<file path="src/rtl/eso_pkg.sv">
// Shared types, constants and tables for the epoch seconds to UTC date unit.
// Used by every module of the block; depends on nothing else.
package eso_pkg;

    localparam int unsigned IN_W   = 40;
    localparam int unsigned DATA_W = 48;

    // Bias that makes every input non-negative: a whole number of days,
    // 6362915 days, just above 2**39 seconds.
    localparam logic [40:0] SEC_BIAS = 41'd549755856000;

    // 86400 = 128 * 675. The odd factor is divided out in two long-division steps.
    localparam logic [9:0]  SEC_DIV_ODD = 10'd675;
    localparam int unsigned HI_SHIFT    = 27;
    localparam logic [17:0] HI_MUL      =
        18'(((64'd1 << HI_SHIFT) + 64'(SEC_DIV_ODD) - 64'd1) / 64'(SEC_DIV_ODD));
    localparam int unsigned LO_SHIFT    = 36;
    localparam logic [26:0] LO_MUL      =
        27'(((64'd1 << LO_SHIFT) + 64'(SEC_DIV_ODD) - 64'd1) / 64'(SEC_DIV_ODD));

    // Biased day count to a March-based day count shifted up by 39 eras.
    localparam logic [23:0] DAY_BIAS = 24'd54336;
    // Biased day count to a count whose remainder by 7 is the weekday.
    localparam logic [23:0] WD_BIAS  = 24'd5;

    localparam logic [17:0] ERA_DAYS   = 18'd146097;
    localparam logic [17:0] ERA_LAST   = 18'd146096;
    localparam int unsigned ERA_SHIFT  = 42;
    localparam logic [24:0] ERA_MUL    =
        25'(((64'd1 << ERA_SHIFT) + 64'(ERA_DAYS) - 64'd1) / 64'(ERA_DAYS));
    localparam logic [8:0]  YEARS_PER_ERA = 9'd400;

    localparam logic [11:0] SEC_PER_HOUR = 12'd3600;
    localparam int unsigned HOUR_SHIFT   = 29;
    localparam logic [17:0] HOUR_MUL     =
        18'(((64'd1 << HOUR_SHIFT) + 64'(SEC_PER_HOUR) - 64'd1) / 64'(SEC_PER_HOUR));

    localparam logic [5:0]  SEC_PER_MIN  = 6'd60;
    localparam int unsigned MIN_SHIFT    = 18;
    localparam logic [12:0] MIN_MUL      =
        13'(((64'd1 << MIN_SHIFT) + 64'(SEC_PER_MIN) - 64'd1) / 64'(SEC_PER_MIN));

    localparam logic [2:0]  WEEK_DAYS    = 3'd7;
    localparam int unsigned WEEK_SHIFT   = 27;
    localparam logic [24:0] WEEK_MUL     =
        25'(((64'd1 << WEEK_SHIFT) + 64'(WEEK_DAYS) - 64'd1) / 64'(WEEK_DAYS));

    localparam logic [10:0] DAYS_4Y      = 11'd1460;
    localparam int unsigned D4Y_SHIFT    = 29;
    localparam logic [18:0] D4Y_MUL      =
        19'(((64'd1 << D4Y_SHIFT) + 64'(DAYS_4Y) - 64'd1) / 64'(DAYS_4Y));

    localparam logic [15:0] DAYS_100Y    = 16'd36524;
    localparam int unsigned D100Y_SHIFT  = 34;
    localparam logic [18:0] D100Y_MUL    =
        19'(((64'd1 << D100Y_SHIFT) + 64'(DAYS_100Y) - 64'd1) / 64'(DAYS_100Y));

    localparam logic [8:0]  DAYS_PER_YEAR = 9'd365;
    localparam int unsigned YEAR_SHIFT    = 27;
    localparam logic [18:0] YEAR_MUL      =
        19'(((64'd1 << YEAR_SHIFT) + 64'(DAYS_PER_YEAR) - 64'd1) / 64'(DAYS_PER_YEAR));

    localparam logic [7:0]  MP_DIV   = 8'd153;
    localparam int unsigned MP_SHIFT = 19;
    localparam logic [11:0] MP_MUL   =
        12'(((64'd1 << MP_SHIFT) + 64'(MP_DIV) - 64'd1) / 64'(MP_DIV));

    // March-based months from this index on (January and February) roll into the next calendar year.
    localparam logic [3:0]  MP_JANUARY  = 4'd10;
    localparam logic [16:0] YEAR_OFFSET = 17'd17500;

    typedef struct packed {
        logic [23:0] zb;
        logic [23:0] wdx;
        logic [16:0] sod;
    } day_t;

    typedef struct packed {
        logic [17:0] doe;
        logic [15:0] era400;
        logic [11:0] mrem;
        logic [4:0]  hour;
        logic [2:0]  wd;
    } fld_t;

    typedef struct packed {
        logic [15:0] year;
        logic [3:0]  month;
        logic [4:0]  mday;
        logic [4:0]  hour;
        logic [5:0]  minute;
        logic [5:0]  second;
        logic [2:0]  wd;
    } res_t;

    // First day of each March-based month within the March-based year.
    function automatic logic [8:0] month_start(input logic [3:0] mp);
        logic [8:0] start;
        unique case (mp)
            4'd0:    start = 9'd0;
            4'd1:    start = 9'd31;
            4'd2:    start = 9'd61;
            4'd3:    start = 9'd92;
            4'd4:    start = 9'd122;
            4'd5:    start = 9'd153;
            4'd6:    start = 9'd184;
            4'd7:    start = 9'd214;
            4'd8:    start = 9'd245;
            4'd9:    start = 9'd275;
            4'd10:   start = 9'd306;
            4'd11:   start = 9'd337;
            default: start = 9'd0;
        endcase
        return start;
    endfunction

endpackage

</file>
<file path="src/rtl/eso_day_split.sv">
// Front pipeline: biased epoch seconds to day count and second of day.
// Five stages; depends on eso_pkg.
module eso_day_split (
    input  logic               aclk,
    input  logic               aresetn,
    input  logic               in_valid,
    output logic               in_ready,
    input  logic [39:0]        in_secs,
    output logic               out_valid,
    input  logic               out_ready,
    output eso_pkg::day_t      out_data
);

    localparam int unsigned NSTG = 5;

    logic [NSTG-1:0] vld_reg;
    logic [NSTG-1:0] rdy;

    logic [40:0] u_next;
    logic [40:0] u_reg;

    logic [34:0] q1_prod;
    logic [7:0]  q1_reg;
    logic [16:0] a_reg;
    logic [16:0] b_reg;
    logic [6:0]  low7_b_reg;

    logic [16:0] r1_full;
    logic [26:0] t_next;
    logic [26:0] t_reg;
    logic [7:0]  q1_c_reg;
    logic [6:0]  low7_c_reg;

    logic [53:0] q2_prod;
    logic [16:0] q2_reg;
    logic [26:0] t_d_reg;
    logic [7:0]  q1_d_reg;
    logic [6:0]  low7_d_reg;

    logic [26:0]   r2_full;
    logic [23:0]   days_u;
    eso_pkg::day_t out_next;
    eso_pkg::day_t out_reg;

    always_comb begin
        rdy[NSTG-1] = ~vld_reg[NSTG-1] | out_ready;
        for (int i = NSTG - 2; i >= 0; i--) begin
            rdy[i] = ~vld_reg[i] | rdy[i+1];
        end
    end

    always_ff @(posedge aclk) begin
        if (!aresetn) begin
            vld_reg <= '0;
        end else begin
            if (rdy[0]) vld_reg[0] <= in_valid;
            for (int i = 1; i < NSTG; i++) begin
                if (rdy[i]) vld_reg[i] <= vld_reg[i-1];
            end
        end
    end

    // Sign-extended input plus a whole-day bias, always non-negative.
    assign u_next = {in_secs[39], in_secs} + eso_pkg::SEC_BIAS;

    // High part of (u >> 7) divided by 675.
    assign q1_prod = 35'(u_reg[40:24]) * 35'(eso_pkg::HI_MUL);

    assign r1_full = a_reg - 17'(q1_reg) * 17'(eso_pkg::SEC_DIV_ODD);
    assign t_next  = {r1_full[9:0], b_reg};

    assign q2_prod = 54'(t_reg) * 54'(eso_pkg::LO_MUL);

    assign r2_full = t_d_reg - 27'(q2_reg) * 27'(eso_pkg::SEC_DIV_ODD);
    assign days_u  = {q1_d_reg[6:0], q2_reg};

    always_comb begin
        out_next.zb  = days_u + eso_pkg::DAY_BIAS;
        out_next.wdx = days_u + eso_pkg::WD_BIAS;
        out_next.sod = {r2_full[9:0], low7_d_reg};
    end

    always_ff @(posedge aclk) begin
        if (rdy[0]) begin
            u_reg <= u_next;
        end
        if (rdy[1]) begin
            q1_reg     <= q1_prod[eso_pkg::HI_SHIFT +: 8];
            a_reg      <= u_reg[40:24];
            b_reg      <= u_reg[23:7];
            low7_b_reg <= u_reg[6:0];
        end
        if (rdy[2]) begin
            t_reg      <= t_next;
            q1_c_reg   <= q1_reg;
            low7_c_reg <= low7_b_reg;
        end
        if (rdy[3]) begin
            q2_reg     <= q2_prod[eso_pkg::LO_SHIFT +: 17];
            t_d_reg    <= t_reg;
            q1_d_reg   <= q1_c_reg;
            low7_d_reg <= low7_c_reg;
        end
        if (rdy[4]) begin
            out_reg <= out_next;
        end
    end

    assign in_ready  = rdy[0];
    assign out_valid = vld_reg[NSTG-1];
    assign out_data  = out_reg;

endmodule

</file>
<file path="src/rtl/eso_day_fields.sv">
// Middle pipeline: era and day of era, hour and remaining seconds, weekday.
// Two stages; depends on eso_pkg.
module eso_day_fields (
    input  logic               aclk,
    input  logic               aresetn,
    input  logic               in_valid,
    output logic               in_ready,
    input  eso_pkg::day_t      in_data,
    output logic               out_valid,
    input  logic               out_ready,
    output eso_pkg::fld_t      out_data
);

    localparam int unsigned NSTG = 2;

    logic [NSTG-1:0] vld_reg;
    logic [NSTG-1:0] rdy;

    logic [48:0] era_prod;
    logic [34:0] hour_prod;
    logic [48:0] wdq_prod;

    logic [6:0]    era_q_reg;
    logic [4:0]    hour_reg;
    logic [21:0]   wdq_reg;
    eso_pkg::day_t day_reg;

    logic [23:0]   doe_full;
    logic [16:0]   mrem_full;
    logic [23:0]   wd_full;
    eso_pkg::fld_t out_next;
    eso_pkg::fld_t out_reg;

    always_comb begin
        rdy[NSTG-1] = ~vld_reg[NSTG-1] | out_ready;
        for (int i = NSTG - 2; i >= 0; i--) begin
            rdy[i] = ~vld_reg[i] | rdy[i+1];
        end
    end

    always_ff @(posedge aclk) begin
        if (!aresetn) begin
            vld_reg <= '0;
        end else begin
            if (rdy[0]) vld_reg[0] <= in_valid;
            for (int i = 1; i < NSTG; i++) begin
                if (rdy[i]) vld_reg[i] <= vld_reg[i-1];
            end
        end
    end

    assign era_prod  = 49'(in_data.zb)  * 49'(eso_pkg::ERA_MUL);
    assign hour_prod = 35'(in_data.sod) * 35'(eso_pkg::HOUR_MUL);
    assign wdq_prod  = 49'(in_data.wdx) * 49'(eso_pkg::WEEK_MUL);

    assign doe_full  = day_reg.zb  - 24'(era_q_reg) * 24'(eso_pkg::ERA_DAYS);
    assign mrem_full = day_reg.sod - 17'(hour_reg)  * 17'(eso_pkg::SEC_PER_HOUR);
    assign wd_full   = day_reg.wdx - 24'(wdq_reg)   * 24'(eso_pkg::WEEK_DAYS);

    always_comb begin
        out_next.doe    = doe_full[17:0];
        out_next.era400 = 16'(era_q_reg) * 16'(eso_pkg::YEARS_PER_ERA);
        out_next.mrem   = mrem_full[11:0];
        out_next.hour   = hour_reg;
        out_next.wd     = wd_full[2:0];
    end

    always_ff @(posedge aclk) begin
        if (rdy[0]) begin
            era_q_reg <= era_prod[eso_pkg::ERA_SHIFT +: 7];
            hour_reg  <= hour_prod[eso_pkg::HOUR_SHIFT +: 5];
            wdq_reg   <= wdq_prod[eso_pkg::WEEK_SHIFT +: 22];
            day_reg   <= in_data;
        end
        if (rdy[1]) begin
            out_reg <= out_next;
        end
    end

    assign in_ready  = rdy[0];
    assign out_valid = vld_reg[NSTG-1];
    assign out_data  = out_reg;

endmodule

</file>
<file path="src/rtl/eso_civil.sv">
// Back pipeline: year of era, day of year, month, day of month, minute and
// second, and the final result register. Six stages; depends on eso_pkg.
module eso_civil (
    input  logic               aclk,
    input  logic               aresetn,
    input  logic               in_valid,
    output logic               in_ready,
    input  eso_pkg::fld_t      in_data,
    output logic               out_valid,
    input  logic               out_ready,
    output eso_pkg::res_t      out_data
);

    localparam int unsigned NSTG = 6;

    typedef struct packed {
        logic [15:0] era400;
        logic [4:0]  hour;
        logic [2:0]  wd;
    } carry_t;

    logic [NSTG-1:0] vld_reg;
    logic [NSTG-1:0] rdy;

    carry_t      carry_in;
    carry_t      carry_h_reg;
    carry_t      carry_i_reg;
    carry_t      carry_j_reg;
    carry_t      carry_k_reg;
    carry_t      carry_l_reg;

    logic [36:0] c4y_prod;
    logic [36:0] c100y_prod;
    logic [24:0] min_prod;

    logic [17:0] doe_h_reg;
    logic [6:0]  c4y_reg;
    logic [2:0]  c100y_reg;
    logic        clast_reg;
    logic [5:0]  minute_h_reg;
    logic [11:0] mrem_h_reg;

    logic [17:0] n_next;
    logic [11:0] sec_full;
    logic [17:0] n_reg;
    logic [17:0] doe_i_reg;
    logic [5:0]  minute_i_reg;
    logic [5:0]  second_i_reg;

    logic [36:0] yoe_prod;
    logic [8:0]  yoe_j_reg;
    logic [17:0] doe_j_reg;
    logic [5:0]  minute_j_reg;
    logic [5:0]  second_j_reg;

    logic [1:0]  c_cent;
    logic [17:0] year_base;
    logic [17:0] doy_full;
    logic [8:0]  doy_k_reg;
    logic [8:0]  yoe_k_reg;
    logic [5:0]  minute_k_reg;
    logic [5:0]  second_k_reg;

    logic [10:0] mp_arg;
    logic [22:0] mp_prod;
    logic [3:0]  mp_reg;
    logic [8:0]  doy_l_reg;
    logic [8:0]  yoe_l_reg;
    logic [5:0]  minute_l_reg;
    logic [5:0]  second_l_reg;

    logic [8:0]    mday_full;
    logic [16:0]   year_full;
    logic          jan_feb;
    eso_pkg::res_t out_next;
    eso_pkg::res_t out_reg;

    always_comb begin
        rdy[NSTG-1] = ~vld_reg[NSTG-1] | out_ready;
        for (int i = NSTG - 2; i >= 0; i--) begin
            rdy[i] = ~vld_reg[i] | rdy[i+1];
        end
    end

    always_ff @(posedge aclk) begin
        if (!aresetn) begin
            vld_reg <= '0;
        end else begin
            if (rdy[0]) vld_reg[0] <= in_valid;
            for (int i = 1; i < NSTG; i++) begin
                if (rdy[i]) vld_reg[i] <= vld_reg[i-1];
            end
        end
    end

    always_comb begin
        carry_in.era400 = in_data.era400;
        carry_in.hour   = in_data.hour;
        carry_in.wd     = in_data.wd;
    end

    // Leap-day corrections: four-year cycles, centuries and the last day of the era.
    assign c4y_prod   = 37'(in_data.doe)  * 37'(eso_pkg::D4Y_MUL);
    assign c100y_prod = 37'(in_data.doe)  * 37'(eso_pkg::D100Y_MUL);
    assign min_prod   = 25'(in_data.mrem) * 25'(eso_pkg::MIN_MUL);

    assign n_next   = doe_h_reg - 18'(c4y_reg) + 18'(c100y_reg) - 18'(clast_reg);
    assign sec_full = mrem_h_reg - 12'(minute_h_reg) * 12'(eso_pkg::SEC_PER_MIN);

    assign yoe_prod = 37'(n_reg) * 37'(eso_pkg::YEAR_MUL);

    // Year of era is below 400, so its century count comes from three compares.
    always_comb begin
        priority if (yoe_j_reg >= 9'd300) c_cent = 2'd3;
        else if (yoe_j_reg >= 9'd200)     c_cent = 2'd2;
        else if (yoe_j_reg >= 9'd100)     c_cent = 2'd1;
        else                              c_cent = 2'd0;
    end

    assign year_base = 18'(yoe_j_reg) * 18'(eso_pkg::DAYS_PER_YEAR)
                     + 18'(yoe_j_reg[8:2]) - 18'(c_cent);
    assign doy_full  = doe_j_reg - year_base;

    assign mp_arg  = {doy_k_reg, 2'b00} + 11'(doy_k_reg) + 11'd2;
    assign mp_prod = 23'(mp_arg) * 23'(eso_pkg::MP_MUL);

    assign jan_feb   = (mp_reg >= eso_pkg::MP_JANUARY);
    assign mday_full = doy_l_reg - eso_pkg::month_start(mp_reg) + 9'd1;
    assign year_full = 17'(yoe_l_reg) + 17'(carry_l_reg.era400) + 17'(jan_feb)
                     - eso_pkg::YEAR_OFFSET;

    always_comb begin
        out_next.year   = year_full[15:0];
        out_next.month  = jan_feb ? (mp_reg - eso_pkg::MP_JANUARY) : (mp_reg + 4'd2);
        out_next.mday   = mday_full[4:0];
        out_next.hour   = carry_l_reg.hour;
        out_next.minute = minute_l_reg;
        out_next.second = second_l_reg;
        out_next.wd     = carry_l_reg.wd;
    end

    always_ff @(posedge aclk) begin
        if (rdy[0]) begin
            doe_h_reg    <= in_data.doe;
            c4y_reg      <= c4y_prod[eso_pkg::D4Y_SHIFT +: 7];
            c100y_reg    <= c100y_prod[eso_pkg::D100Y_SHIFT +: 3];
            clast_reg    <= (in_data.doe == eso_pkg::ERA_LAST);
            minute_h_reg <= min_prod[eso_pkg::MIN_SHIFT +: 6];
            mrem_h_reg   <= in_data.mrem;
            carry_h_reg  <= carry_in;
        end
        if (rdy[1]) begin
            n_reg        <= n_next;
            doe_i_reg    <= doe_h_reg;
            minute_i_reg <= minute_h_reg;
            second_i_reg <= sec_full[5:0];
            carry_i_reg  <= carry_h_reg;
        end
        if (rdy[2]) begin
            yoe_j_reg    <= yoe_prod[eso_pkg::YEAR_SHIFT +: 9];
            doe_j_reg    <= doe_i_reg;
            minute_j_reg <= minute_i_reg;
            second_j_reg <= second_i_reg;
            carry_j_reg  <= carry_i_reg;
        end
        if (rdy[3]) begin
            doy_k_reg    <= doy_full[8:0];
            yoe_k_reg    <= yoe_j_reg;
            minute_k_reg <= minute_j_reg;
            second_k_reg <= second_j_reg;
            carry_k_reg  <= carry_j_reg;
        end
        if (rdy[4]) begin
            mp_reg       <= mp_prod[eso_pkg::MP_SHIFT +: 4];
            doy_l_reg    <= doy_k_reg;
            yoe_l_reg    <= yoe_k_reg;
            minute_l_reg <= minute_k_reg;
            second_l_reg <= second_k_reg;
            carry_l_reg  <= carry_k_reg;
        end
        if (rdy[5]) begin
            out_reg <= out_next;
        end
    end

    assign in_ready  = rdy[0];
    assign out_valid = vld_reg[NSTG-1];
    assign out_data  = out_reg;

endmodule

</file>
<file path="src/rtl/epoch_seconds_to_utc_date_unit.sv">
// Converts signed epoch seconds into a broken-down proleptic Gregorian UTC
// date and time. The unit is a 13-stage pipeline that accepts one transfer per
// clock while the output is not stalled; all divisions are by constants and
// are done as multiplications by reciprocals, with at most one multiplication
// in series in any stage. Every stage has its own valid bit and a stage
// accepts new data whenever it is empty or its successor moves, so bubbles
// collapse and a stalled output holds up to 13 results in flight while
// inputs keep flowing until the pipeline is full.
// Depends on eso_pkg, eso_day_split, eso_day_fields and eso_civil.
module epoch_seconds_to_utc_date_unit (
    input  logic        aclk,
    input  logic        aresetn,
    input  logic        s_tvalid,
    output logic        s_tready,
    // [39:0] epoch_seconds (signed)
    input  logic [39:0] s_tdata,
    output logic        m_tvalid,
    input  logic        m_tready,
    // [15:0] year_since_1900 (signed), [19:16] month_index, [24:20] day_of_month,
    // [29:25] hour_of_day, [35:30] minute_of_hour, [41:36] second_of_minute,
    // [44:42] weekday, [47:45] zero
    output logic [47:0] m_tdata
);

    logic          day_valid;
    logic          day_ready;
    eso_pkg::day_t day_data;

    logic          fld_valid;
    logic          fld_ready;
    eso_pkg::fld_t fld_data;

    eso_pkg::res_t res_data;

    eso_day_split u_split (
        .aclk      (aclk),
        .aresetn   (aresetn),
        .in_valid  (s_tvalid),
        .in_ready  (s_tready),
        .in_secs   (s_tdata),
        .out_valid (day_valid),
        .out_ready (day_ready),
        .out_data  (day_data)
    );

    eso_day_fields u_fields (
        .aclk      (aclk),
        .aresetn   (aresetn),
        .in_valid  (day_valid),
        .in_ready  (day_ready),
        .in_data   (day_data),
        .out_valid (fld_valid),
        .out_ready (fld_ready),
        .out_data  (fld_data)
    );

    eso_civil u_civil (
        .aclk      (aclk),
        .aresetn   (aresetn),
        .in_valid  (fld_valid),
        .in_ready  (fld_ready),
        .in_data   (fld_data),
        .out_valid (m_tvalid),
        .out_ready (m_tready),
        .out_data  (res_data)
    );

    assign m_tdata = {3'b000, res_data.wd, res_data.second, res_data.minute,
                      res_data.hour, res_data.mday, res_data.month, res_data.year};

endmodule

</file>
<file path="config.mk">
export PLATFORM = sky130hd
export DESIGN_NAME = epoch_seconds_to_utc_date_unit
export DESIGN_NICKNAME = d
export VERILOG_FILES = /design/src/rtl/eso_pkg.sv /design/src/rtl/eso_day_split.sv /design/src/rtl/eso_day_fields.sv /design/src/rtl/eso_civil.sv /design/src/rtl/epoch_seconds_to_utc_date_unit.sv
export SDC_FILE = /design/constraint.sdc
export NUM_CORES = 2
export LEC_CHECK = 0
export ABC_AREA = 1
export BUFFER_PORTS_ARGS = -buffer_cell sky130_fd_sc_hd__buf_2
export CAP_MARGIN = 30
export CORE_MARGIN = 2
export CORE_UTILIZATION = 62
export CTS_CLUSTER_SIZE = 12
export DETAILED_ROUTE_END_ITERATION = 8
export GPL_ROUTABILITY_DRIVEN = 0
export HOLD_SLACK_MARGIN = 0.08
export PLACE_DENSITY = 0.88
export SLEW_MARGIN = 30
export SYNTH_ARGS = -nofsm -noshare
export SYNTH_HDL_FRONTEND = slang
export SYNTH_SLANG_ARGS = --single-unit
</file>
<file path="constraint.sdc">
create_clock -name aclk -period 11.2 [get_ports aclk]
set_input_delay 2.24 -clock aclk [delete_from_list [all_inputs] [get_ports aclk]]
set_output_delay 2.24 -clock aclk [all_outputs]
set_load 0.03 [all_outputs]
</file>
==> results.yml <==
finish:
  largest_reg_flops: 65
  multi_input_comb_area_sq_um: 58900
  fillers: 9217
  register_area_sq_um: 19700
  final_cell_mix: "inv_1 (2180), ha_1 (1859), fa_1 (1097), nand2_1 (894), edfxtp_1 (643)"
  area_delta_synth_final_pct: 6.16
  nets: 11700
  drive_gt1_frac: 0.0303
  layout_commonest_cell: "inv_1"
logic_synthesis:
  syn_inst: 8486
  synth-edff-count: 643
  avgSynthCellArea_sq_um: 10.2
  synthTopCellsByArea: "ha_1 (27%), fa_1 (25%), edfxtp_1 (22%)"
  async_flop_share: 0
  synth_ff_type: "edfxtp_1"
  ys_types: 58
  synth_top_cell_by_area: "ha_1"
  yosys_warnings: 0
  synth_area_sq_um: 86800
  ys_ff_latch: 661
  yosysSeqAreaShare: 0.227
  synth_top_area_share: 0.268
clocking:
  h-tree-depth: 3
  cts_tree: "built"
  clk_pin_slew_ns: 0.06
  clk_latency_ns: 0.70
  cts_resized: 0
  cts_buffers: 72
  holdBufCountCts: 0
  clock_path_buffers: 3
  cts_root_buf: "clkbuf_16"
  post-cts-setup-buffer-count: 0
  clkSinkCount: 661
global_routing:
  first_global_vias: 68600
  track_usage: 0.308
  grt_max_degree: 67
  grt_pass1_wl_um: 346000
  antenna_found_initial: 4
  gr-total-overflow: 0
sta:
  clock.fmax_mhz: 124
  tightest_slew_ns: 0.989
  slew_headroom: 0.341
  hold_violations: 0
  min_period_ns: 8.04
  report.final.slew_viol_count: 0
  grt_setup_unrepaired: "no"
  fin_crit_sh: 0.718
  finalSetupViolations: 0
  skew_ns: 0.0582
  setup_ws_ns: 3.16
  tns_ns: 0
detailed_routing:
  wl_per_cell_um: 20.2
  drcViolationCount: 6
  ant_nets: 0
  vias_per_cell: 5.87
  first_pass_iters: 9
  vias: 62200
  drt_iter0_markers: 5499
  drt_wl_total_um: 214000
die:
  die_x_um: 378
  rows: 137
  fp.dieH_um: 378
  io_pins: 94
  initial_core_util: 0.623
  dieArea_sq_um: 143000
  core-area_sq_um: 139000
worst_setup_path:
  worstPathArrival_ns: 5.80
  endpoint_kind: "output port"
  cp_slowest_cell: "nand3_4"
  crit_type: "input pin to output port"
  worst-path-buf-inv: 5
  worstPathCellList: "buf_2 > inv_1 > nand3_4 > nor2_2 > nand4_4 > buf_4 > nor2_1 > nand4_1 > buf_4 > nor2_2 > nand3_2 > buf_2"
  worstPathRequired_ns: 8.96
  critPathMaxFanout: 63
  cp_slowest_stage_delay_ns: 0.65
  cpLargestDelayFamily: "simple AND/OR/NAND/NOR gates"
  cp-start-kind: "input pin"
min_path:
  min_path_type: "register to register"
flow_run:
  drv_cap: 0
placement:
  hpwl_um: 169000
  portBuffers: 90
  dpl_worst_slack_ns: 3.27
outcome:
  status: "complete, but fails checks"
  violations: "design-rule violations"
[final cells by class]
cell class | instances | area share
sequential | 661 | 0.214
clock inverter | 29 | 0.00534
clock buffer | 95 | 0.0205
tap | 1876 | 0.0255
antenna | 4 | 0.000109
timing repair buffer | 107 | 0.00636
inverter | 2188 | 0.0892
multi-input combinational | 5633 | 0.639
[per-layer routing]
metal / track usage / wire (um) / part of all wire
met5: 0 / 37 / 0.00017
met1: 0.341 / 73600 / 0.34
met4: 0.201 / 16700 / 0.078
met2: 0.542 / 106000 / 0.50
met3: 0.0564 / 17000 / 0.080
[logic make-up after synthesis]
| group | count (synthesis) | share of synthesized area |
|---|---|---|
| compound gates | 723 | 0.0469 |
| simple gates | 1655 | 0.0803 |
| other cells | 1 | 0.0000432 |
| fa+ha+maj | 2956 | 0.521 |
| flops | 661 | 0.227 |
| buf+inv | 2194 | 0.0951 |
| xor+xnor | 295 | 0.0298 |
| mux | 1 | 0.000130 |
[through the flow]
| step | area [sq um] | cells | util | hold WS (ns) |
|---|---|---|---|---|
| 2_1_floorplan | 86800 | 8488 | - | 0.400 |
| 3_3_place_gp | 89700 | 10500 | 0.644 | 0.401 |
| 3_5_place_dp | 89700 | 10500 | 0.645 | 0.405 |
| 4_1_cts | 92100 | 10600 | 0.662 | 0.370 |
| 5_1_grt | 92100 | 10600 | 0.662 | 0.382 |
| 6_report | 92100 | 10600 | 0.662 | 0.370 |
[synth_stat cells (71+ instances only)]
cell      count
inv_1      2185
nor3_1       71
ha_1       1859
o21ai_0     181
nand4_1      79
nand3_1     163
fa_1       1097
edfxtp_1    643
a21oi_1     370
nor2_1      363
nand2_1     898
xor2_1      179
xnor2_1     116
[final timing paths]
kind,slack (ns),endpoint,cells past startpoint,from
worst max-delay path,3.16,s_tready,12,m_tready
worst min-delay path,0.37,u_civil.yoe_l_reg[0],0,u_civil.yoe_k_reg[0]
worst max register to register,4.13,register,32,u_civil.doy_k_reg[4]
worst min register to register,0.37,u_civil.yoe_l_reg[0],0,u_civil.yoe_k_reg[0]
Power is not shown: default switching activity piles up to over one toggle a cycle in this logic, so the estimate is an artifact.
